## config.mk

```make
export PLATFORM = sky130hd
export DESIGN_NAME = timecode_frame_arithmetic
export DESIGN_NICKNAME = d
export VERILOG_FILES = /design/src/rtl/tcfa_pkg.sv /design/src/rtl/timecode_frame_arithmetic.sv /design/src/rtl/tcfa_cell.sv
export SDC_FILE = /design/constraint.sdc
export NUM_CORES = 2
export LEC_CHECK = 0
export BUFFER_PORTS_ARGS = -buffer_cell sky130_fd_sc_hd__buf_2
export CAP_MARGIN = 10
export CORE_UTILIZATION = 45
export CTS_CLUSTER_DIAMETER = 100
export DETAILED_ROUTE_END_ITERATION = 8
export PLACE_DENSITY_LB_ADDON = 0.2
export SLEW_MARGIN = 20
export SYNTH_ARGS = -nofsm -noshare
export SYNTH_HDL_FRONTEND = slang
export SYNTH_SLANG_ARGS = --single-unit
```

## constraint.sdc

```tcl
create_clock -name clk -period 123.8 [get_ports clk]
set_input_delay 6.19 -clock clk [delete_from_list [all_inputs] [get_ports clk]]
set_output_delay 6.19 -clock clk [all_outputs]
set_load 0.03 [all_outputs]
```

## src/rtl/tcfa_pkg.sv

```systemverilog
// Package for the timecode frame arithmetic block: widths, opcodes, cell payload type.
// No dependencies.
`timescale 1ns / 1ps
package tcfa_pkg;
	localparam int MaxFrameRate = 120;
	localparam int NumCells = 21;
	localparam logic [2:0] OP_ADD_CNT = 3'd0;
	localparam logic [2:0] OP_SUB_CNT = 3'd1;
	localparam logic [2:0] OP_ADD_B   = 3'd2;
	localparam logic [2:0] OP_SUB_B   = 3'd3;
	localparam logic [2:0] OP_CNT     = 3'd4;

	// One item in flight through the divider chain.
	typedef struct packed {
		logic        vld;
		logic        neg;
		logic        drop;
		logic [31:0] total;
		logic [31:0] rem;    // magnitude being divided
		logic [20:0] quo;    // hours quotient bits
		logic [18:0] divh;   // rate*3600
		logic [12:0] divm;   // rate*60
		logic [6:0]  divs;   // rate
	} cell_t;
endpackage

```

## src/rtl/timecode_frame_arithmetic.sv

```systemverilog
// Top level of the timecode frame arithmetic block: conversion, chain of divider cells, output split.
// Depends on tcfa_pkg and tcfa_cell.
`timescale 1ns / 1ps
//  channel | handshake            | beat
//  in      | in_valid / in_ready   | opcode, A, B, count
//  out     | out_valid / out_ready | total, hours..frames, drop
//  cfg     | APB psel/penable      | frame_rate at address 0
// One beat enters per cycle while the pipe is not stalled. The pipe is made of
// two conversion stages, 21 divider cells (one hours quotient bit each), minutes
// and seconds stages and the output register. The whole pipe advances together
// and stalls when the output register holds a beat that is not taken. Reset
// clears all valid bits and sets frame_rate to 30. Minutes, seconds and frames
// are found with small dividers since their values stay below 60 and 120.
module timecode_frame_arithmetic (
	input  logic        clk,
	input  logic        arst_n,
	input  logic        in_valid,
	output logic        in_ready,
	input  logic [2:0]  opcode,
	input  logic [6:0]  a_hours,
	input  logic [5:0]  a_minutes,
	input  logic [5:0]  a_seconds,
	input  logic [6:0]  a_frames,
	input  logic        a_drop,
	input  logic [6:0]  b_hours,
	input  logic [5:0]  b_minutes,
	input  logic [5:0]  b_seconds,
	input  logic [6:0]  b_frames,
	input  logic signed [31:0] count,
	output logic        out_valid,
	input  logic        out_ready,
	output logic signed [31:0] total,
	output logic signed [20:0] hours,
	output logic signed [6:0]  minutes,
	output logic signed [6:0]  seconds,
	output logic signed [7:0]  frames,
	output logic        drop,
	input  logic        psel,
	input  logic        penable,
	input  logic        pwrite,
	input  logic        paddr,
	input  logic [31:0] pwdata,
	output logic [31:0] prdata,
	output logic        pready
);
	import tcfa_pkg::*;

	logic [6:0] frame_rate_q;
	logic [6:0] rate;
	logic adv;
	assign pready = 1'b1;
	assign prdata = (paddr == 1'b0) ? {25'd0, frame_rate_q} : 32'd0;
	always_ff @(posedge clk or negedge arst_n) begin
		if (!arst_n) begin
			frame_rate_q <= 7'd30;
		end else if (psel && penable && pwrite && pready && paddr == 1'b0) begin
			frame_rate_q <= pwdata[6:0];
		end
	end
	always_comb begin
		rate = frame_rate_q;
		if (rate == 7'd0) rate = 7'd1;
		if (rate > 7'(MaxFrameRate)) rate = 7'(MaxFrameRate);
	end

	// The whole pipe moves when the output register is free or being emptied.
	assign adv = !out_valid || out_ready;
	assign in_ready = adv;

	// Stage 1: partial products of the conversions.
	logic vld_s1, drop_s1;
	logic [2:0] op_s1;
	logic [31:0] cnt_s1, pa_s1, pb_s1, qa_s1, qb_s1;
	logic [18:0] divh_s1;
	logic [12:0] divm_s1;
	logic [6:0] divs_s1;
	logic [18:0] rh;
	logic [12:0] rm;
	assign rh = 19'(rate) * 19'd3600;
	assign rm = 13'(rate) * 13'd60;
	always_ff @(posedge clk or negedge arst_n) begin
		if (!arst_n) vld_s1 <= 1'b0;
		else if (adv) vld_s1 <= in_valid;
	end
	always_ff @(posedge clk) begin
		if (adv) begin
			op_s1 <= opcode; drop_s1 <= a_drop; cnt_s1 <= count;
			divh_s1 <= rh; divm_s1 <= rm; divs_s1 <= rate;
			pa_s1 <= 32'(a_hours) * 32'(rh) + 32'(a_minutes) * 32'(rm);
			qa_s1 <= 32'(a_seconds) * 32'(rate) + 32'(a_frames);
			pb_s1 <= 32'(b_hours) * 32'(rh) + 32'(b_minutes) * 32'(rm);
			qb_s1 <= 32'(b_seconds) * 32'(rate) + 32'(b_frames);
		end
	end

	// Stage 2: totals, opcode select, sign and magnitude.
	logic [31:0] ta, tb, tot;
	always_comb begin
		ta = pa_s1 + qa_s1;
		tb = pb_s1 + qb_s1;
		case (op_s1)
			OP_ADD_CNT: tot = ta + cnt_s1;
			OP_SUB_CNT: tot = ta - cnt_s1;
			OP_ADD_B:   tot = ta + tb;
			OP_SUB_B:   tot = ta - tb;
			OP_CNT:     tot = cnt_s1;
			default:    tot = ta;
		endcase
	end
	logic vld_s2, neg_s2, drop_s2;
	logic [31:0] tot_s2, rem_s2;
	logic [18:0] divh_s2;
	logic [12:0] divm_s2;
	logic [6:0] divs_s2;
	cell_t chain [NumCells:0];
	always_ff @(posedge clk or negedge arst_n) begin
		if (!arst_n) vld_s2 <= 1'b0;
		else if (adv) vld_s2 <= vld_s1;
	end
	always_ff @(posedge clk) begin
		if (adv) begin
			neg_s2 <= tot[31];
			drop_s2 <= drop_s1;
			tot_s2 <= tot;
			rem_s2 <= tot[31] ? (32'd0 - tot) : tot;
			divh_s2 <= divh_s1;
			divm_s2 <= divm_s1;
			divs_s2 <= divs_s1;
		end
	end
	// The head of the chain starts with an empty quotient.
	assign chain[0] = {vld_s2, neg_s2, drop_s2, tot_s2, rem_s2, 21'd0,
		divh_s2, divm_s2, divs_s2};

	// Chain of cells, most significant quotient bit first.
	for (genvar i = 0; i < NumCells; i++) begin : g_cell
		tcfa_cell u_cell (
			.clk(clk), .arst_n(arst_n), .en(adv), .bit_idx(5'(NumCells - 1 - i)),
			.d(chain[i]), .q(chain[i+1])
		);
	end

	// Minutes stage: remainder below rate*3600, quotient below 64.
	cell_t last;
	logic [5:0] mq;
	logic [31:0] mr;
	assign last = chain[NumCells];
	always_comb begin
		mq = 6'd0;
		mr = last.rem;
		for (int k = 5; k >= 0; k--) begin
			if (mr >= (32'(last.divm) << k)) begin
				mr = mr - (32'(last.divm) << k);
				mq[k] = 1'b1;
			end
		end
	end
	logic vld_s3, neg_s3, drop_s3;
	logic [31:0] tot_s3;
	logic [20:0] h_s3;
	logic [5:0] m_s3;
	logic [12:0] r_s3;
	logic [6:0] ds_s3;
	always_ff @(posedge clk or negedge arst_n) begin
		if (!arst_n) vld_s3 <= 1'b0;
		else if (adv) vld_s3 <= last.vld;
	end
	always_ff @(posedge clk) begin
		if (adv) begin
			neg_s3 <= last.neg; drop_s3 <= last.drop; tot_s3 <= last.total;
			h_s3 <= last.quo; m_s3 <= mq; r_s3 <= mr[12:0]; ds_s3 <= last.divs;
		end
	end

	// Seconds stage.
	logic [5:0] sq;
	logic [12:0] sr;
	always_comb begin
		sq = 6'd0;
		sr = r_s3;
		for (int k = 5; k >= 0; k--) begin
			if (sr >= (13'(ds_s3) << k)) begin
				sr = sr - (13'(ds_s3) << k);
				sq[k] = 1'b1;
			end
		end
	end
	logic vld_s4, neg_s4, drop_s4;
	logic [31:0] tot_s4;
	logic [20:0] h_s4;
	logic [5:0] m_s4, s_s4;
	logic [6:0] f_s4;
	always_ff @(posedge clk or negedge arst_n) begin
		if (!arst_n) vld_s4 <= 1'b0;
		else if (adv) vld_s4 <= vld_s3;
	end
	always_ff @(posedge clk) begin
		if (adv) begin
			neg_s4 <= neg_s3; drop_s4 <= drop_s3; tot_s4 <= tot_s3;
			h_s4 <= h_s3; m_s4 <= m_s3; s_s4 <= sq; f_s4 <= sr[6:0];
		end
	end

	// Output register: apply the total's sign to the hours, minutes, seconds and frames fields.
	always_ff @(posedge clk or negedge arst_n) begin
		if (!arst_n) out_valid <= 1'b0;
		else if (adv) out_valid <= vld_s4;
	end
	always_ff @(posedge clk) begin
		if (adv) begin
			total <= tot_s4;
			drop <= drop_s4;
			hours <= neg_s4 ? -$signed(h_s4) : $signed(h_s4);
			minutes <= neg_s4 ? -$signed({1'b0, m_s4}) : $signed({1'b0, m_s4});
			seconds <= neg_s4 ? -$signed({1'b0, s_s4}) : $signed({1'b0, s_s4});
			frames <= neg_s4 ? -$signed({1'b0, f_s4}) : $signed({1'b0, f_s4});
		end
	end
endmodule

```

## src/rtl/tcfa_cell.sv

```systemverilog
// One restoring division step of the hours divider chain.
// Depends on tcfa_pkg.
`timescale 1ns / 1ps
module tcfa_cell (
	input  logic            clk,
	input  logic            arst_n,
	input  logic            en,
	input  logic [4:0]      bit_idx,
	input  tcfa_pkg::cell_t d,
	output tcfa_pkg::cell_t q
);
	import tcfa_pkg::*;
	logic [63:0] shifted;
	cell_t nx;
	logic vld_q;
	logic [$bits(cell_t)-2:0] dat_q;
	always_comb begin
		nx = d;
		shifted = {45'd0, d.divh} << bit_idx;
		if ({32'd0, d.rem} >= shifted) begin
			nx.rem = d.rem - shifted[31:0];
			nx.quo = d.quo | (21'd1 << bit_idx);
		end
	end
	always_ff @(posedge clk or negedge arst_n) begin
		if (!arst_n) begin
			vld_q <= 1'b0;
		end else if (en) begin
			vld_q <= d.vld;
		end
	end
	always_ff @(posedge clk) begin
		if (en) begin
			dat_q <= nx[$bits(cell_t)-2:0];
		end
	end
	assign q = {vld_q, dat_q};
endmodule

```

Word level (Yosys, flattened, before mapping)
Index checks and enable logic that the tools add are counted.

Output and inout bits: 111. Register bits after elaboration: 3080. Word-level logic and storage cells: 265.

Bitwise operators: 1. Add/subtract/negate cells: 48. Equal/unequal tests: 4. Multiplexer cells: 54. Multiply operators: 8. Magnitude comparators: 34. Reductions and logical operators: 7.

Operators by type and width (count): 2-to-1 mux 53 bit (21); subtractor 32 bit (10); 2-to-1 mux 32 bit (5); one-hot mux 32 bit (5 select lines) (1); adder 32 bit (4); 2-to-1 mux 13 bit (6); adder 26 x 19 -> 27 bit (2); multiplier 7 x 15 -> 22 bit (2); greater-or-equal comparator 32 x 39 -> 1 bit (1); greater-or-equal comparator 32 x 38 -> 1 bit (1); greater-or-equal comparator 32 x 37 -> 1 bit (1); greater-or-equal comparator 32 x 36 -> 1 bit (1); greater-or-equal comparator 32 x 35 -> 1 bit (1); 2-to-1 mux 7 bit (5); greater-or-equal comparator 32 x 34 -> 1 bit (1); multiplier 6 x 11 -> 17 bit (2); greater-or-equal comparator 32 x 33 -> 1 bit (1); greater-or-equal comparator 32 x 13 -> 1 bit (1); greater-or-equal comparator 32 x 14 -> 1 bit (1); greater-or-equal comparator 32 x 15 -> 1 bit (1); greater-or-equal comparator 32 x 16 -> 1 bit (1); greater-or-equal comparator 32 x 17 -> 1 bit (1); greater-or-equal comparator 32 x 18 -> 1 bit (1); greater-or-equal comparator 32 x 19 -> 1 bit (1); other kinds (66) (84).

Logic depth before layout (Yosys ltp)
Word-level depth: 12. Depth in mapped cells: 99. Mapped depth without buffers: 88.

Modules after synthesis
A second synthesis with hierarchy kept.

Cell total of the unflattened synthesis: 17964. Area total of the unflattened synthesis: 202959.7 µm².

Modules (own cells, without submodules): tcfa_cell (g_cell[0].u_cell ...) (area each 7462.2 µm², seq. area each 3808.7 µm², instances 13, cells an instance 609); tcfa_cell (g_cell[15].u_cell ...) (area each 7490.9 µm², seq. area each 3808.7 µm², instances 7, cells an instance 656); timecode_frame_arithmetic (area each 46114.2 µm², seq. area each 14208.6 µm², instances 1, cells an instance 4787); tcfa_cell (g_cell[2].u_cell) (area each 7400.8 µm², seq. area each 3808.7 µm², instances 1, cells an instance 668).

Worst setup path before layout
OpenSTA, ideal clock, no wires.

Kind: in2out. Start point: input out_ready. End point: output in_ready. Path slack: 61.138 ns. Buffers on the path: 2. Arrival time: 56.472 ns. Required time: 117.610 ns. Stages: 4. Cells stage by stage: nor2b_1 clkbuf_1 clkbuf_1 inv_1.

Word-level cells in the longest chain between the ends: 1.

RTL lines: start: declaration (line timecode_frame_arithmetic.sv:31) `input logic out_ready,`; logical OR 1 bit (line timecode_frame_arithmetic.sv:67) `assign adv = !out_valid || out_ready;`; end: declaration (line timecode_frame_arithmetic.sv:18) `output logic in_ready,`.

Every way passes these cells.

Worst setup path after layout
Start point: register g_cell[20].u_cell.dat_q[15]. End point: register r_s3[9], data pin.

Word-level cells in the longest chain between the ends: 12. Elaborated cells between the ends (all ways): 18. Classes of those cells: 6 x add/sub; 6 x order compare; 6 x mux.

RTL lines: start: declaration (line tcfa_cell.sv:16) `logic [$bits(cell_t)-2:0] dat_q;`; start signal: assignment (line tcfa_cell.sv:34) `dat_q <= nx[$bits(cell_t)-2:0];`; subtractor 32 x 18 -> 32 bit / greater-or-equal comparator 32 x 18 -> 1 bit (equally long branches) (line timecode_frame_arithmetic.sv:153, timecode_frame_arithmetic.sv:152); 2-to-1 mux 32 bit (line timecode_frame_arithmetic.sv:152) `if (mr >= (32'(last.divm) << k)) begin`; subtractor 32 x 17 -> 32 bit / greater-or-equal comparator 32 x 17 -> 1 bit (equally long branches) (line timecode_frame_arithmetic.sv:153, timecode_frame_arithmetic.sv:152); 2-to-1 mux 32 bit (line timecode_frame_arithmetic.sv:152); subtractor 32 x 16 -> 32 bit / greater-or-equal comparator 32 x 16 -> 1 bit (equally long branches) (line timecode_frame_arithmetic.sv:153, timecode_frame_arithmetic.sv:152); 2-to-1 mux 32 bit (line timecode_frame_arithmetic.sv:152); subtractor 32 x 15 -> 32 bit / greater-or-equal comparator 32 x 15 -> 1 bit (equally long branches) (line timecode_frame_arithmetic.sv:153, timecode_frame_arithmetic.sv:152); 2-to-1 mux 32 bit (line timecode_frame_arithmetic.sv:152); subtractor 32 x 14 -> 32 bit / greater-or-equal comparator 32 x 14 -> 1 bit (equally long branches) (line timecode_frame_arithmetic.sv:153, timecode_frame_arithmetic.sv:152); 2-to-1 mux 32 bit (line timecode_frame_arithmetic.sv:152); greater-or-equal comparator 32 x 13 -> 1 bit / subtractor 13 bit (equally long branches) (line timecode_frame_arithmetic.sv:152, timecode_frame_arithmetic.sv:153); 2-to-1 mux 13 bit * (line timecode_frame_arithmetic.sv:152); via mr[9] (line timecode_frame_arithmetic.sv:146) `logic [31:0] mr;`; end signal: assignment (line timecode_frame_arithmetic.sv:171) `h_s3 <= last.quo; m_s3 <= mq; r_s3 <= mr[12:0]; ds_s3 <= last.divs;`; end: declaration (line timecode_frame_arithmetic.sv:162) `logic [12:0] r_s3;`.

The timed path passes the listed nets; every way through them passes the cells marked *. A chain may end at the register's enable or synchronous reset.

==> results <==
- Setup violations remaining at the end of the flow were counted as 0.
- The data arrival time of the worst path is 23.48 ns.
- The register clock-pin slew on the reported worst setup and hold paths is 0.06 ns.
- The post-synthesis average cell area is 13.4 um2.
- The number of max-slew violations in the final report was 0.
- The total routing usage reported by global routing is 17.4%.
- For this design the top-level I/O count stands at 239.
- The number of nets at the end of the flow is 11000.
- The worst path in the final design needs a cycle of 22.88 ns, including I/O delays and setup.
- The pre-antenna-repair detailed-routing pass consisted of 7 iterations.
- For this run, design rule violations remaining after detail routing come to 0.
- The clock latency at the later pin of the worst-skew pair is 0.88 ns.
- The transition time of the tightest slew-check pin is 1.14 ns.
- The count of nets left with antenna violations once routing finished came out at 0.
- The floorplan step defined a die boundary enclosing 286000 um2.
- The area of the mapped netlist is 128000 um2.
- For this block, the via count after detailed routing is 72600.
- For the worst setup path, the data required time is 124.40 ns.
- The worst hold path belongs to the class register to register.
- The top metal layer carrying routed signals is met5.
- The cell count after synthesis is 9495.
- The fill cell total of the finished layout is 24100.
- The violation count after the first detailed-route iteration is 4658.
- In the detailed route, the total length drawn on met3 is 10400 um.
- The number of flip-flops and latches in the synthesized netlist is 2625.
- Once placement finished, the instance area stood at 133000 um2.
- The cell with the largest stage delay on the worst path is a2111oi_0.
- In the final layout, the share of cells above drive strength 1 is 8.76%.
- In the final routing, the length of wire on met1 measures 107000 um.
- The critical path is of the register to register type.
- At the end of routability-driven placement, the weighted congestion stood at 0.891.
- Of all cell types, the one taking the most synthesized area is edfxtp_1.
- The number of hold-repair buffers added at the cts stage is 0.
- The number of hold violations in the final report is 0.
- The via count of the first global-routing pass is 73300.
- The peak per-stage delay on the critical path is 0.71 ns.
- Setup repair after global routing left no endpoint under its margin.
- edfxtp_1 is the most common cell in the netlist.
- TritonCTS built the clock tree.
- The largest driver fanout on the critical path is 33.
- The core region is 282000 um2.
- Counting flops with a built-in enable in the synthesized netlist gives 2592.
- The most numerous cell on the critical path is o21ai_0.
- The proportion of register bits with asynchronous set or reset after synthesis is 1.26%.
- STA classifies the critical path startpoint as a register.
- The overall overflow remaining after global route is 0.
- The sum of routed wire length over all layers is 251000 um.
- Based on the critical path, the design can be clocked at up to 0.0437 GHz.
- In the synthesized netlist, the cells that appear most often are edfxtp_1, inv_1, ha_1.
- Synthesis instantiated 110 different standard cells from the library.
- After floorplanning, the core was divided into 195 placement rows.
- Port buffering added 187 buffers.
- The floorplan die width is 534 um.
- Between clock sinks in the finished design, the worst skew comes to 0.0590 ns.
- Headroom to the max-slew limit came out at 24.3%.
- The number of levels the H-tree was split into is 5.
- The run finished with clean final reports.
- The post-layout instance area is 143000 um2.
- The first global-routing pass estimated 396000 um of wire.
- The Yosys step of the flow raised 0 warnings.
- After detailed routing, the number of vias per cell comes to 5.25.
- The initial antenna violation count was 11.
- From bottom edge to top edge, the die measures 534 um.
- Of the available clock period, the critical path in the final layout requires 18.5%.
- The count of instances resized after the clock tree is built is 0.
- The root cell of the clock tree is clkbuf_16.
- Detailed routing placed a total of 123000 um of wire on met2.
- Detailed placement finished with a half-perimeter wire length of 182000 um.
- The relative area change from synthesis to final layout is 11.7%.
- Summed over all failing endpoints, the final setup total negative slack is 0 ns.
- Entering global routing, the biggest net connects 211 pins.
- Max-cap violations in this run came to 0.
- After detailed routing, the average wire length per cell comes to 18.2 um.
- Yosys attributes the largest share of cell area to edfxtp_1, ha_1, fa_1.
- The sequential element share of the synthesized area is 61.7%.
- STA classifies the critical path endpoint as a register.
- Counting the buffers created by CTS gives 289.
- For this configuration, the core starts out at a cell density of 45.2%.
- After clock tree synthesis, the setup repair step added 0 buffers.
- The area share of the leading cell type in the synthesized netlist is 61.0%.
- The most common flop cell mapped by yosys is edfxtp_1.
- The TritonCTS sink count is 2625.
- The maximum count of clock buffers along a single path is 4.
## area by class of cell
class,instances,area [um2],share of cell area [%]
Inverter,933,3510,2.46
Clock buffer,344,7580,5.32
Multi-Input combinational cell,5742,44700,31.3
Clock inverter,171,1820,1.28
Antenna cell,3,7.51,0.00527
Timing Repair Buffer,265,1600,1.12
Sequential cell,2625,78700,55.2
Tap cell,3743,4680,3.29
## path summary, 6_finish.rpt
path / start / to / slack, ns / cells past startpoint
max reg2reg: g_cell[20].u_cell.dat_q[15] / r_s3[9] / 100.92 / 87
min: g_cell[14].u_cell.dat_q[46] / g_cell[15].u_cell.dat_q[46] / 0.39 / 0
min reg2reg: g_cell[14].u_cell.dat_q[46] / g_cell[15].u_cell.dat_q[46] / 0.39 / 0
max: g_cell[20].u_cell.dat_q[15] / r_s3[9] / 100.92 / 87
min in group asynchronous: arst_n / frame_rate_q[0] / 5.43 / 1
max in group asynchronous: arst_n / g_cell[9].u_cell.vld_q / 117.82 / 1
## routing by layer
metal / vias to the layer above / track usage (%)
li1: 35100 / -
met5: - / 0
met4: 6 / 7.07
met1: 35500 / 21.9
met3: 521 / 2.41
met2: 1526 / 30.3
## sequential cells by signal (all words and copies together) (netlist names), 21 cells and up
signal,count
cnt_s1,32
g_cell.u_cell.dat_q,2132
g_cell.u_cell.vld_q,21
h_s3,21
h_s4,21
hours,21
pa_s1,25
pb_s1,25
rem_s2,31
tot_s2,31
tot_s3,31
tot_s4,31
total,32
## cells in the final DEF (no fill, tap or decap), drive strengths merged, types with 132 or more instances in the layout
master	count
a21o	255
a21oi	528
and2	150
buf	265
clkbuf	344
edfxtp	2592
fa	305
ha	757
inv	952
nand2	677
nand2b	132
nor2	461
o21ai	386
o21bai	134
xnor2	458
xor2	208
## cells by family after synthesis
| family | after synthesis | share of synthesized area (%) |
|---|---|---|
| xor+xnor | 666 | 4.57 |
| flops | 2625 | 61.7 |
| simple gates | 2189 | 8.59 |
| buf+inv | 1152 | 3.49 |
| mux | 156 | 1.36 |
| compound gates | 1643 | 8.11 |
| other cells | 2 | 0.00589 |
| fa+ha+maj | 1062 | 12.2 |
## critical path: cells and delay by family (launching register included)
family                     cells  cell delay (ns)
buffers and inverters         10             2.56
DFF                            1             0.46
and+or+nand+nor               34             7.91
adders and majority gates      6             2.00
AOI/OAI and AO/OA             36             9.02
muxes                          1             0.60
## metrics by stage
step | util (%) | hold WS [ns] | setup WS [ns] | cells
finish | 50.5 | 0.392 | 100.92 | 13800
floorplan | - | 0.400 | 61.14 | 9519
global route | 50.5 | 0.394 | 99.06 | 13800
global placement | 47.2 | 0.400 | 101.61 | 13300
CTS | 50.5 | 0.383 | 101.15 | 13800
detailed placement | 47.2 | 0.405 | 101.32 | 13300
Power is left out: the tool's default activity adds up to more than one toggle a clock period on the data nets, which glitch-free logic cannot reach.
